<file path="src/rtl/core/spq_pkg.sv">
// Shared types and constants for the sorted priority queue.
// No dependencies; used by spq_cell, sorted_priority_queue, spq_checker and testbench.
package spq_pkg;

    localparam int DATA_W   = 32;
    localparam int PRIO_W   = 16;
    localparam int FILL_W   = 5;

    // Action codes carried on the input word
    localparam logic ACT_ENQ = 1'b0;
    localparam logic ACT_DEQ = 1'b1;

    // Per-cell control, broadcast from the top level
    typedef struct packed {
        logic enq;        // enqueue accepted and queue not full
        logic deq;        // dequeue accepted and queue not empty
        logic occupied;   // this cell holds a live entry
    } cell_op_t;

endpackage

</file>
<file path="src/rtl/core/sorted_priority_queue.sv">
// Top level of the sorted priority queue: a row of spq_cell slots, the fill
// counter and the result register. Depends on spq_pkg and spq_cell.
//
// Usage:
//   Input channel (in_valid / in_stall) carries one word: action, item_data,
//   item_priority. action ACT_ENQ inserts item_data behind every stored entry
//   of equal or higher priority; ACT_DEQ removes the head entry.
//   Result channel (res_valid / res_stall) returns one word per input word:
//   out_data and out_valid for a dequeue that found an entry, was_empty for a
//   dequeue on an empty queue, dropped_full for an enqueue on a full queue,
//   and fill_count, the entry count after the word (low five bits).
//   res_valid rises in the cycle after acceptance. One word is taken per
//   cycle while in_stall is low: every cell compares its priority with the new
//   word in parallel and moves its entry one place in the same cycle.
//   in_stall rises only while a result is held and res_stall is high; the
//   result register then holds its word and no input is taken.
//   Reset empties the queue (count to zero) and clears res_valid; the slot
//   contents are left as they are, since only slots below the count are read.
module sorted_priority_queue
#(
    parameter int CAPACITY = 16
)
(
    input  logic                               clk,
    input  logic                               rst_n,
    input  logic                               in_valid,
    output logic                               in_stall,
    input  logic                               action,
    input  logic signed [spq_pkg::DATA_W-1:0]  item_data,
    input  logic signed [spq_pkg::PRIO_W-1:0]  item_priority,
    output logic                               res_valid,
    input  logic                               res_stall,
    output logic signed [spq_pkg::DATA_W-1:0]  out_data,
    output logic                               out_valid,
    output logic                               was_empty,
    output logic                               dropped_full,
    output logic [spq_pkg::FILL_W-1:0]         fill_count
);

    localparam int CNT_W = $clog2(CAPACITY + 1);

    logic [CNT_W-1:0] count_reg;
    logic [CNT_W-1:0] count_next;
    logic             res_valid_reg;
    logic signed [spq_pkg::DATA_W-1:0] out_data_reg;
    logic signed [spq_pkg::DATA_W-1:0] out_data_next;
    logic             out_valid_reg;
    logic             was_empty_reg;
    logic             dropped_full_reg;
    logic [spq_pkg::FILL_W-1:0] fill_count_reg;

    logic in_accept;
    logic is_full;
    logic is_empty;
    logic do_enq;
    logic do_deq;

    logic                              cell_ge   [CAPACITY];
    logic signed [spq_pkg::DATA_W-1:0] cell_data [CAPACITY];
    logic signed [spq_pkg::PRIO_W-1:0] cell_prio [CAPACITY];

    // Take a word whenever the result register is free or being drained
    assign in_stall  = res_valid_reg && res_stall;
    assign in_accept = in_valid && !in_stall;

    assign is_full  = (count_reg == CNT_W'(CAPACITY));
    assign is_empty = (count_reg == '0);
    assign do_enq   = in_accept && (action == spq_pkg::ACT_ENQ) && !is_full;
    assign do_deq   = in_accept && (action == spq_pkg::ACT_DEQ) && !is_empty;

    // Build the row of cells; ends see fixed neighbors
    for (genvar i = 0; i < CAPACITY; i++)
    begin : g_cell
        spq_pkg::cell_op_t                 op;
        logic                              prev_ge;
        logic signed [spq_pkg::DATA_W-1:0] prev_data;
        logic signed [spq_pkg::PRIO_W-1:0] prev_prio;
        logic signed [spq_pkg::DATA_W-1:0] next_data;
        logic signed [spq_pkg::PRIO_W-1:0] next_prio;

        assign op.enq      = do_enq;
        assign op.deq      = do_deq;
        assign op.occupied = (CNT_W'(i) < count_reg);

        if (i == 0)
        begin : g_head
            assign prev_ge   = 1'b1;
            assign prev_data = item_data;
            assign prev_prio = item_priority;
        end
        else
        begin : g_body
            assign prev_ge   = cell_ge[i-1];
            assign prev_data = cell_data[i-1];
            assign prev_prio = cell_prio[i-1];
        end

        if (i == CAPACITY - 1)
        begin : g_tail
            assign next_data = cell_data[i];
            assign next_prio = cell_prio[i];
        end
        else
        begin : g_inner
            assign next_data = cell_data[i+1];
            assign next_prio = cell_prio[i+1];
        end

        spq_cell u_cell
        (
            .clk       (clk),
            .op        (op),
            .new_data  (item_data),
            .new_prio  (item_priority),
            .prev_ge   (prev_ge),
            .prev_data (prev_data),
            .prev_prio (prev_prio),
            .next_data (next_data),
            .next_prio (next_prio),
            .ge        (cell_ge[i]),
            .data      (cell_data[i]),
            .prio      (cell_prio[i])
        );
    end

    // Advance the entry count
    always_comb
    begin
        count_next = count_reg;
        if (do_enq)
        begin
            count_next = count_reg + CNT_W'(1);
        end
        else if (do_deq)
        begin
            count_next = count_reg - CNT_W'(1);
        end
    end

    assign out_data_next = do_deq ? cell_data[0] : '0;

    // Count and result status
    always_ff @(posedge clk or negedge rst_n)
    begin
        if (!rst_n)
        begin
            count_reg        <= '0;
            res_valid_reg    <= 1'b0;
            out_valid_reg    <= 1'b0;
            was_empty_reg    <= 1'b0;
            dropped_full_reg <= 1'b0;
            fill_count_reg   <= '0;
        end
        else
        begin
            count_reg <= count_next;
            if (in_accept)
            begin
                res_valid_reg    <= 1'b1;
                out_valid_reg    <= do_deq;
                was_empty_reg    <= (action == spq_pkg::ACT_DEQ) && is_empty;
                dropped_full_reg <= (action == spq_pkg::ACT_ENQ) && is_full;
                fill_count_reg   <= spq_pkg::FILL_W'(count_next);
            end
            else if (!res_stall)
            begin
                res_valid_reg <= 1'b0;
            end
        end
    end

    // Result data word
    always_ff @(posedge clk)
    begin
        if (in_accept)
        begin
            out_data_reg <= out_data_next;
        end
    end

    assign res_valid    = res_valid_reg;
    assign out_data     = out_data_reg;
    assign out_valid    = out_valid_reg;
    assign was_empty    = was_empty_reg;
    assign dropped_full = dropped_full_reg;
    assign fill_count   = fill_count_reg;

`ifndef SYNTHESIS
    a_count_bound : assert property (@(posedge clk) disable iff (!rst_n)
        count_reg <= CNT_W'(CAPACITY))
        else $error("entry count above capacity");

    a_flags_exclusive : assert property (@(posedge clk) disable iff (!rst_n)
        res_valid |-> !(out_valid && was_empty) && !(out_valid && dropped_full))
        else $error("conflicting result flags");

    a_full_drop : assert property (@(posedge clk) disable iff (!rst_n)
        in_accept && (action == spq_pkg::ACT_ENQ) && is_full
        |=> res_valid && dropped_full && (count_reg == $past(count_reg)))
        else $error("enqueue on full queue not dropped");

    a_deq_count : assert property (@(posedge clk) disable iff (!rst_n)
        do_deq |=> out_valid && (count_reg == $past(count_reg) - CNT_W'(1)))
        else $error("dequeue did not remove one entry");
`endif

endmodule

</file>
<file path="src/rtl/core/spq_cell.sv">
// One slot of the sorted queue: holds a data word and its priority.
// Depends on spq_pkg for widths and the cell control struct.
module spq_cell
(
    input  logic                                 clk,
    input  spq_pkg::cell_op_t                    op,
    input  logic signed [spq_pkg::DATA_W-1:0]    new_data,
    input  logic signed [spq_pkg::PRIO_W-1:0]    new_prio,
    input  logic                                 prev_ge,
    input  logic signed [spq_pkg::DATA_W-1:0]    prev_data,
    input  logic signed [spq_pkg::PRIO_W-1:0]    prev_prio,
    input  logic signed [spq_pkg::DATA_W-1:0]    next_data,
    input  logic signed [spq_pkg::PRIO_W-1:0]    next_prio,
    output logic                                 ge,
    output logic signed [spq_pkg::DATA_W-1:0]    data,
    output logic signed [spq_pkg::PRIO_W-1:0]    prio
);

    logic signed [spq_pkg::DATA_W-1:0] data_reg;
    logic signed [spq_pkg::DATA_W-1:0] data_next;
    logic signed [spq_pkg::PRIO_W-1:0] prio_reg;
    logic signed [spq_pkg::PRIO_W-1:0] prio_next;

    // Entry stays ahead of the new word when its priority is at least as high
    assign ge = op.occupied && (prio_reg >= new_prio);

    // Hold, take the new word, shift down from the previous cell, or pull up
    always_comb
    begin
        data_next = data_reg;
        prio_next = prio_reg;
        if (op.enq && !ge)
        begin
            if (prev_ge)
            begin
                data_next = new_data;
                prio_next = new_prio;
            end
            else
            begin
                data_next = prev_data;
                prio_next = prev_prio;
            end
        end
        else if (op.deq)
        begin
            data_next = next_data;
            prio_next = next_prio;
        end
    end

    always_ff @(posedge clk)
    begin
        data_reg <= data_next;
        prio_reg <= prio_next;
    end

    assign data = data_reg;
    assign prio = prio_reg;

endmodule

</file>
<file path="config.mk">
export PLATFORM = sky130hd
export DESIGN_NAME = sorted_priority_queue
export DESIGN_NICKNAME = d
export VERILOG_FILES = /design/src/rtl/core/spq_pkg.sv /design/src/rtl/core/sorted_priority_queue.sv /design/src/rtl/core/spq_cell.sv
export SDC_FILE = /design/constraint.sdc
export NUM_CORES = 2
export LEC_CHECK = 0
export BUFFER_PORTS_ARGS = -buffer_cell sky130_fd_sc_hd__clkbuf_2
export CAP_MARGIN = 10
export CORE_ASPECT_RATIO = 1.5
export CORE_UTILIZATION = 40
export DETAILED_ROUTE_END_ITERATION = 8
export SLEW_MARGIN = 20
export SYNTH_ARGS = -nofsm -noshare
export SYNTH_HDL_FRONTEND = slang
export SYNTH_HIERARCHICAL = 1
export SYNTH_SLANG_ARGS = --single-unit
</file>
<file path="constraint.sdc">
create_clock -name clk -period 8.1 [get_ports clk]
set_clock_uncertainty 0.05 [all_clocks]
set_input_delay 0.81 -clock clk [delete_from_list [all_inputs] [get_ports clk]]
set_output_delay 0.81 -clock clk [all_outputs]
set_load 0.01 [all_outputs]
</file>
# Word level (Yosys, flattened, before mapping)
# Index checks and enable logic that the tools add are counted.
[word_totals]
inputBits = 53
register_bits = 814
ram_bits = 0
n_memories = 0
latchBits = 0
romBits = 0
elab_cells = 245
out_inout_bits = 42
[op_classes]
addsub = 2
n_reduce_logical = 75
n_shift = 0
n_eq_ne = 2
n_bitwise = 1
order_cmp = 32
multipliers = 0
div_mod_pow = 0
muxes = 94
[ops]
columns = ["operator", "n"]
rows = [
  ["$mux W32", 45],
  ["$mux W16", 45],
  ["$ge A16 B16 Y1", 16],
  ["$logic_and A1 B1 Y1", 40],
  ["$lt A4 B5 Y1 const A", 8],
  ["$reduce_bool A2 Y1", 15],
  ["$lt A3 B5 Y1 const A", 4],
  ["$logic_not A1 Y1", 19],
  ["$lt A1 B5 Y1 const A", 2],
  ["$lt A2 B5 Y1 const A", 2],
  ["$mux W5", 2],
  ["$add A5 B1 Y5 const B", 1],
  ["$eq A5 B5 Y1 const B", 1],
  ["$logic_not A5 Y1", 1],
  ["$sub A5 B1 Y5 const B", 1],
  ["$mux W1", 2],
  ["$ne A2 B1 Y1 const B", 1],
  ["$not A1 Y1", 1],
]

# Depth between registers and ports, before layout
[logic_depth]
word_depth = 7
ltp_mapped = 12
depth_no_buf = 10

# Modules after synthesis
# The synthesis kept the hierarchy.
[by_module_without_submodules]
columns = ["mod", "instances", "cells_per_inst", "seq_area_each_um2", "area_each_um2"]
rows = [
  ["spq_cell (g_cell[0].u_cell ...)", 10, 218, 1441.4, 3059.2],
  ["spq_cell (g_cell[4].u_cell ...)", 6, 218, 1441.4, 3049.2],
  ["sorted_priority_queue", 1, 186, 1311.3, 2215.9],
]

# Worst setup path after synthesis
# OpenSTA, ideal clock, no wires.
[synth_path]
kind = "input-to-reg"
from = "input in_valid"
to = "register g_cell[0].u_cell.data_reg, in the netlist g_cell[0].u_cell/data[0] (enable)"
slack_ns = 1.673
n_path_buf = 4
t_required_ns = 7.642
arrival_time_ns = 5.969
path_stages = 9
setup_ns = 0.408
path_cell_list = "a21bo_2 -> buf_2 -> clkbuf_1 -> nor3_1 -> o311ai_1 -> o311ai_4 -> buf_6 -> buf_6 -> or2_1"
[synth_via]
elab_chain_cells = 5
word_cells_on_any_way = 7
classes_between = "reduce/logical (7)"
[synth_lines]
columns = ["element", "line_no", "source"]
rows = [
  ["start: declaration", "sorted_priority_queue.sv:26", "input logic in_valid,"],
  ["$logic_and A1 B1 Y1", "sorted_priority_queue.sv:64", "assign in_accept = in_valid && !in_stall;"],
  ["$logic_and A1 B1 Y1 (2 in a row)", "sorted_priority_queue.sv:68", "assign do_enq = in_accept && (action == spq_pkg::ACT_ENQ) && !is_full;"],
  ["via do_enq", "sorted_priority_queue.sv:55", "logic do_enq;"],
  ["$logic_and A1 B1 Y1", "spq_cell.sv:32", "if (op.enq && !ge)"],
  ["$reduce_bool A2 Y1 (no line)", "--", ""],
  ["end signal: assignment", "spq_cell.sv:54", "data_reg <= data_next;"],
  ["end: declaration", "spq_cell.sv:19", "logic signed [spq_pkg::DATA_W-1:0] data_reg;"],
]
# The timed path passes the listed nets, and every way through them passes these cells.
# A chain may end at the register's enable or synchronous reset.

# Final worst setup path
[layout_path]
from = "register count_reg[0]"
to = "register g_cell[8].u_cell.prio_reg, in the netlist g_cell[8].u_cell/prio[9] (enable)"
[layout_via]
elab_chain_cells = 5
word_cells_on_any_way = 11
classes_between = "order compare (1); eq/ne (1); reduce/logical (9)"
[layout_lines]
columns = ["element", "line_no", "source"]
rows = [
  ["start: declaration", "sorted_priority_queue.sv:42", "logic [CNT_W-1:0] count_reg;"],
  ["start signal: assignment", "sorted_priority_queue.sv:156", "count_reg <= count_next;"],
  ["$eq A5 B5 Y1", "sorted_priority_queue.sv:66", "assign is_full = (count_reg == CNT_W'(CAPACITY));"],
  ["$logic_not A1 Y1", "sorted_priority_queue.sv:68", ""],
  ["$logic_and A1 B1 Y1", "sorted_priority_queue.sv:68", ""],
  ["via do_enq", "sorted_priority_queue.sv:55", ""],
  ["$logic_and A1 B1 Y1", "spq_cell.sv:32", ""],
  ["$reduce_bool A2 Y1 (no line)", "--", ""],
  ["end signal: assignment", "spq_cell.sv:55", "prio_reg <= prio_next;"],
  ["end: declaration", "spq_cell.sv:21", "logic signed [spq_pkg::PRIO_W-1:0] prio_reg;"],
]
# The timed path passes the listed nets, and every way through them passes these cells.

==> qor.csv <==
metric,value,unit
grt.met2_usage,32.22,%
post_drt_wl_per_cell,21.47,µm
layout_commonest_cell,mux2_2,
slew_headroom,42.61,%
hpwlAfterDp,87850,µm
p_leak,20.08,nW
globalplace.congestion,0.8121,
n_fill_cell,11490,
crit_arrival,5.14,ns
fin_crit_sh,59.84,%
clock-root-buffer,clkbuf_16,
hold_viol,0,
grt_max_degree,50,
vdd_drop_max,231.3,µV
drt_iter0_markers,1373,
wirelength,118100,µm
worst-path-buf-inv,5,
grt_pass1_vias,30610,
core-area,126700,µm²
grt_setup_unrepaired,false,
cts_resized,0,
antenna_found_initial,7,
hp-class,in -> reg,
slowest_delay,0.69,ns
cpLargestDelayFamily,buffers and inverters,
grt.busiest_layer,met2,
clk_path_buf_depth,3,
layout_common_cells,"1392 x mux2_2, 800 x edfxtp_1, 277 x inv_1",
largest_reg_flops,512,
io_buffers,94,
fp-row-count,160,
synthToLayoutAreaGrowth,8.758,%
grtUsageMet3,2.269,%
met1_usage,22.94,%
syn_area,51090,µm²
multi_input_area,24630,µm²
cellPowerDensity,345.7,nW/µm²
worstMarginPinSlew,0.8609,ns
drc,0,
status,"complete, no violations",
via_per_inst,5.248,
min_period,4.847,ns
criticalPathCategory,reg -> reg,
fmax,0.2063,GHz
post-cts-setup-buffers,0,
ios,95,
final_util,43.84,%
start_util,40.31,%
drive_gt1_share,45.31,%
syn_inst,3672,
grt_pass1_wl,185100,µm
drv_slew,0,
drv_cap,0,
cp-start-kind,flip-flop,
cts_sinks,814,
cts_buffers,82,
crit_top_cell,buf_4,
tns,0,ns
postRouteAntennaNets,0,
firstDrtPassIters,5,
cpMaxStageDelayCell,dfrtp_1,
crit_fanout,49,
nNetsFinal,4051,
regArea,24370,µm²
vias,28860,
clkLatencyLatePin,0.68,ns
clk_pin_slew,0.06,ns
power.total,19.21,mW
globalRouteOverflowTotal,0,
syn_area_per_cell,13.91,µm²
setup_viol,0,
ys_warn_count,6,
grtUsageTotal,18.30,%
htree_levels,3,
dieArea,129200,µm²
worstPathRequired,8.39,ns
endpoint_kind,flip-flop,
die_h,439.7,µm
cts_tree,done,
path_cells,"inv_1, ha_1, nor4bb_1, nor3_2, buf_4, inv_1, a311o_1, o311ai_4, buf_4, or2_2, buf_4",
cts_hold_buffers,1,
die_x,293.8,µm
[report_power, final]
part | internal (mW) | switching [mW]
clock | 1.99 | 1.69
sequential | 6.54 | 0.793
combinational | 4.43 | 3.77
[worst paths after layout]
kind | from | slack (ns) | end | cells past startpoint
setup / recovery | count_reg[0] | 3.25 | g_cell[8].u_cell/prio[9] | 11
setup reg to reg | count_reg[0] | 3.25 | g_cell[8].u_cell/prio[9] | 11
min in group asynchronous | rst_n | 0.55 | count_reg[2] | 2
hold / removal | in_valid | 0.30 | res_valid | 2
hold reg to reg | fill_count[3] | 0.44 | fill_count[3] | 2
max in group asynchronous | rst_n | 7.18 | fill_count[1] | 2
[through the flow]
step,setup WS [ns],cells,hold slack (ns),cell area (µm²)
after CTS,3.186,5499,0.2527,55560
after floorplan,1.673,3674,0.4644,51090
after global routing,2.998,5500,0.3035,55560
after global placement,2.940,5354,0.4113,53090
after detailed placement,2.912,5354,0.4242,53090
final,3.253,5500,0.2991,55560
[metal layers]
layer,wire length [µm],vias to the layer above
met2,58750,378
met5,56,-
met3,3488,157
li1,-,14100
met1,52400,14220
met4,3367,8
[layout make-up]
class	count	area share (%)
Timing Repair Buffer	154	1.662
Tap cell	1701	3.831
Antenna cell	1	0.004504
Multi-Input combinational cell	2408	44.33
Sequential cell	814	43.87
Inverter	278	1.878
Clock inverter	40	0.5472
Clock buffer	104	3.880
Note: power is estimated with default switching activity, not from simulation.
